==> config.mk <==
export PLATFORM = sky130hd
export DESIGN_NAME = ipt_div
export DESIGN_NICKNAME = d
export VERILOG_FILES = /design/src/hdl/ipt_pkg.sv /design/src/hdl/ipt_div.sv
export SDC_FILE = /design/constraint.sdc
export NUM_CORES = 1
export LEC_CHECK = 0
export BUFFER_PORTS_ARGS = -buffer_cell sky130_fd_sc_hd__clkbuf_2
export CORE_UTILIZATION = 40
export DETAILED_ROUTE_END_ITERATION = 16
export PLACE_DENSITY_LB_ADDON = 0.25
export SLEW_MARGIN = 20
export SYNTH_ARGS = -nofsm -noshare
export SYNTH_HDL_FRONTEND = slang
export SYNTH_SLANG_ARGS = --single-unit
==> constraint.sdc <==
create_clock -name clk -period 4.7 [get_ports clk]
set_input_delay 0.47 -clock clk [delete_from_list [all_inputs] [get_ports clk]]
set_output_delay 0.47 -clock clk [all_outputs]
set_load 0.05 [all_outputs]
==> src/hdl/ipt_pkg.sv <==
// Shared types and constants for the inverted page table translate unit.
// No dependencies; used by ipt_div, the top level, the checker and the testbench.
package ipt_pkg;

  localparam int ADDR_W  = 24;   // logical line address
  localparam int LPF_W   = 11;   // lines per frame register
  localparam int PID_W   = 16;
  localparam int PAGE_W  = 16;
  localparam int FRAME_W = 8;    // frame number / found frame fields
  localparam int LINE_W  = 18;   // physical line field
  localparam int DCNT_W  = 5;    // divider step counter, holds ADDR_W

  localparam logic [LPF_W-1:0] LPF_RESET = 11'd16;

  // request kinds carried on in_tuser
  localparam logic FUNC_WRITE = 1'b0;
  localparam logic FUNC_XLATE = 1'b1;

  // divider result
  typedef struct packed {
    logic [ADDR_W-1:0] quo;
    logic [LPF_W-1:0]  rem;
  } div_res_t;

endpackage

==> src/hdl/ipt_div.sv <==
// Radix-2 restoring divider: address / lines per frame, one quotient bit per cycle.
// Depends on ipt_pkg.
module ipt_div (
  input  logic                         clk,
  input  logic                         rst_n,
  input  logic                         start,
  input  logic [ipt_pkg::ADDR_W-1:0]   dividend,
  input  logic [ipt_pkg::LPF_W-1:0]    divisor,   // never zero
  output logic                         done,      // one-cycle pulse
  output ipt_pkg::div_res_t            res
);

  logic [ipt_pkg::ADDR_W-1:0] quo_r;
  logic [ipt_pkg::LPF_W-1:0]  rem_r;
  logic [ipt_pkg::LPF_W-1:0]  dvs_r;
  logic [ipt_pkg::DCNT_W-1:0] cnt_r;
  logic                       busy_r;
  logic                       done_r;

  logic [ipt_pkg::LPF_W:0]    shifted;
  logic [ipt_pkg::LPF_W:0]    diff;
  logic                       qbit;

  always_comb begin
    shifted = {rem_r, quo_r[ipt_pkg::ADDR_W-1]};
    diff    = shifted - {1'b0, dvs_r};
    qbit    = (shifted >= {1'b0, dvs_r});
  end

  always_ff @(posedge clk) begin
    if (!rst_n) begin
      busy_r <= 1'b0;
      done_r <= 1'b0;
    end else begin
      done_r <= 1'b0;
      if (start) begin
        busy_r <= 1'b1;
        cnt_r  <= ipt_pkg::DCNT_W'(ipt_pkg::ADDR_W);
        quo_r  <= dividend;
        rem_r  <= '0;
        dvs_r  <= divisor;
      end else if (busy_r) begin
        quo_r <= {quo_r[ipt_pkg::ADDR_W-2:0], qbit};
        rem_r <= qbit ? diff[ipt_pkg::LPF_W-1:0] : shifted[ipt_pkg::LPF_W-1:0];
        cnt_r <= cnt_r - 1'b1;
        if (cnt_r == ipt_pkg::DCNT_W'(1)) begin
          busy_r <= 1'b0;
          done_r <= 1'b1;
        end
      end
    end
  end

  assign done    = done_r;
  assign res.quo = quo_r;
  assign res.rem = rem_r;

endmodule

==> out/results.txt <==
Status -> finished, final reports clean
Hold_sp -> divisor[10]
Worst Hold Slack -> 0.3377 ns
Synthesized area -> 2755 um^2
Relative slew slack -> 36.72%
CTS buffer count -> 5
Grt total ovfl -> 0
CP endpoint kind -> flop
Distinct cells, synth -> 44
Hold depth -> 1
Main area contributors after synthesis -> edfxtp_1, mux2_2, ha_1, a21oi_1, xnor2_1
Post-layout minimum cycle time -> 2.513 ns
Hold Path Sink -> dvs_r[10]
Synth Instances -> 216
FF+latch count, synth -> 53
WS Path Type -> reg2reg
Largest area contributor in the netlist -> edfxtp_1
Max-slew violations -> 0
Total Wirelength -> 5.452 mm
H-tree levels -> 2
Core area -> 6495 um^2
First-pass GRT wire length -> 8.983 mm
Max Freq -> 398.0 MHz
Pwr Density -> 367.6 nW/um^2
Post-layout util -> 50.49%
Clk root buf -> clkbuf_8
DR iter-0 viols -> 100
TritonCTS Sinks -> 53
Area delta synth->final -> 19.03%
Fin nets -> 342
Static Leakage -> 1.384 nW
Routed WL per cell -> 14.82 um
DR pass1 iterations -> 4
Clock transition at the registers of the reported paths -> 0.09 ns
Vert. Die Dim -> 85.00 um
I/O Buffers -> 73
CTS tree -> built
Worst-Margin Slew -> 0.9493 ns
Dpl cells -> 360
Clock Latency Late Sink -> 0.30 ns
Required time of the critical path -> 4.75 ns
Share of cells above drive strength 1 -> 39.18%
Max Cap Viol -> 0
Fin Setup TNS -> 0 ns
Syn nets -> 268
Die Wd -> 85.00 um
Post-CTS sizing -> 0
Number of fill cells in the layout -> 577
Reg2reg end -> rem_r[10]
Syn Area/Cell -> 12.76 um^2
DR vias/cell -> 5.217
Arr. time, crit path -> 2.56 ns
Yosys warning total -> 0
Hold Path Class -> in2reg
GRT Total Usage -> 16.05%
DIE AREA -> 7224 um^2
Via count -> 1920
R2r setup slk -> 2.19 ns
Clk_skew -> 0.007433 ns
Post-CTS Setup Bufs -> 0
Worst Path Max Fanout -> 7
Starting Density -> 42.42%
Sequential share of the synthesized area -> 57.04%
Row cnt -> 29
Hold Vio Cnt, Final -> 0
Final period util -> 53.46%
Origin of the critical flop-to-flop path -> rem_r[4]
Hold Buf Count CTS -> 0
Residual DRC -> 0
Finished Layout Cells -> 368
Vias in the first global route -> 1863
R2R cell count -> 7
Largest net degree at the start of global routing -> 42
Share of the synthesized area in the top cell type -> 55.59%
DP HPWL -> 4.029 mm
RSZ-0062 raised after global routing -> no
VDD IR-drop max -> 0.1974 mV
Worst setup SP type -> flop
Antenna diodes -> 0
Antenna violations before repair -> 0
Final setup viols -> 0
Post-route ant nets -> 0
GPL Wtd Cong -> 0.8387
Num ports -> 74
Clock buffer depth -> 2
-- cells in the mapped netlist, drive strengths merged --
cell type	n
edfxtp	51
mux2	23
inv	18
a21oi	15
ha	13
nand2	12
o21ai	12
nor2	11
xnor2	8
nand3	6
clkbuf	4
nand2b	4
nor3	4
o211ai	4
o21a	4
a211oi	3
or3	3
a21o	2
buf	2
dfxtp	2
o211a	2
a21boi	1
a41o	1
and2	1
and3	1
and4	1
fa	1
nand4	1
nor2b	1
nor4b	1
o21ba	1
o22ai	1
o31a	1
o32ai	1
-- power by group --
group / switching (mW) / internal (mW) / leakage [nW] / total [mW]
registers: 0.0230 / 0.567 / 0.502 / 0.590
clock network: 0.142 / 0.117 / 0.0486 / 0.259
logic: 0.231 / 0.125 / 0.833 / 0.357
total: 0.396 / 0.809 / 1.38 / 1.21
-- registers in the layout, indices dropped and copies added (netlist names) --
signal,count
rem_r,11
quo_r,24
dvs_r,11
cnt_r,5
done,1
busy_r,1
-- stage by stage --
stage,worst slack (ns),area (um^2),power (mW)
floorplan,1.976,2755,0.8736
global placement,2.258,3188,0.9558
detailed placement,2.208,3188,0.9556
CTS,2.195,3279,1.213
global route,2.054,3279,1.271
finish,2.187,3279,1.205
-- per-layer routing --
layer,up-vias,global-route usage [%],wire (um)
met5,-,0,0
met4,0,5.085,44
met3,5,4.767,438
met2,65,25.15,2543
li1,951,-,-
met1,899,21.51,2426
-- layout make-up --
class / count / area [um^2] / share of cell area (%)
flip-flops and latches: 53 / 1572 / 47.92
multi-input cells: 139 / 1087 / 33.16
clock buffers: 6 / 82.58 / 2.518
well taps: 77 / 96.34 / 2.938
clock inverters: 2 / 8.758 / 0.2671
repair buffers: 73 / 365.4 / 11.14
inverters: 18 / 67.56 / 2.060
-- cells by family (layout without fill, tap and decap cells) --
kind of cell	after synthesis	after routing	share of synthesized area, %
simple gates	46	46	9.402
buf+inv	24	99	3.542
xor+xnor	8	8	2.543
mux	23	23	9.401
compound gates	48	48	11.44
flops	53	53	57.04
fa+ha+maj	14	14	6.631
-- worst max-delay path by stage --
stage	start	endpoint	cells after the start	slack (ns)
after floorplan	rem_r[4]	rem_r[1]	8	1.98
after global placement	rem_r[4]	rem_r[1]	7	2.26
after detailed placement	rem_r[4]	rem_r[1]	7	2.21
after CTS	rem_r[4]	rem_r[0]	7	2.20
after global routing	quo_r[23]	rem_r[10]	9	2.05
final	rem_r[4]	rem_r[10]	7	2.19
-- placed cells by master (no fill, tap or decap), types with 2 or more instances in the layout --
master    count
dfxtp_1       2
mux2_2       23
nor2_1       10
nor3_1        2
edfxtp_1     51
nand2b_1      3
o21a_1        2
o211a_1       2
o211ai_1      4
nand3_1       5
a21oi_1      14
ha_1         13
clkbuf_8      6
xnor2_1       8
or3_4         2
inv_1        18
a211oi_1      3
clkbuf_2     73
nand2_1      12
o21ai_0      11
a21o_1        2
-- worst max-delay path, cell delays in order, from the launching register on --
cell and delay (ns):
edfxtp_1 0.45, ha_1 0.37, a21o_1 0.21, or3_4 0.33, o21a_4 0.23, or3_4 0.44, nand3_2 0.13, o32ai_1 0.11
(Power assumes the default switching activity.)
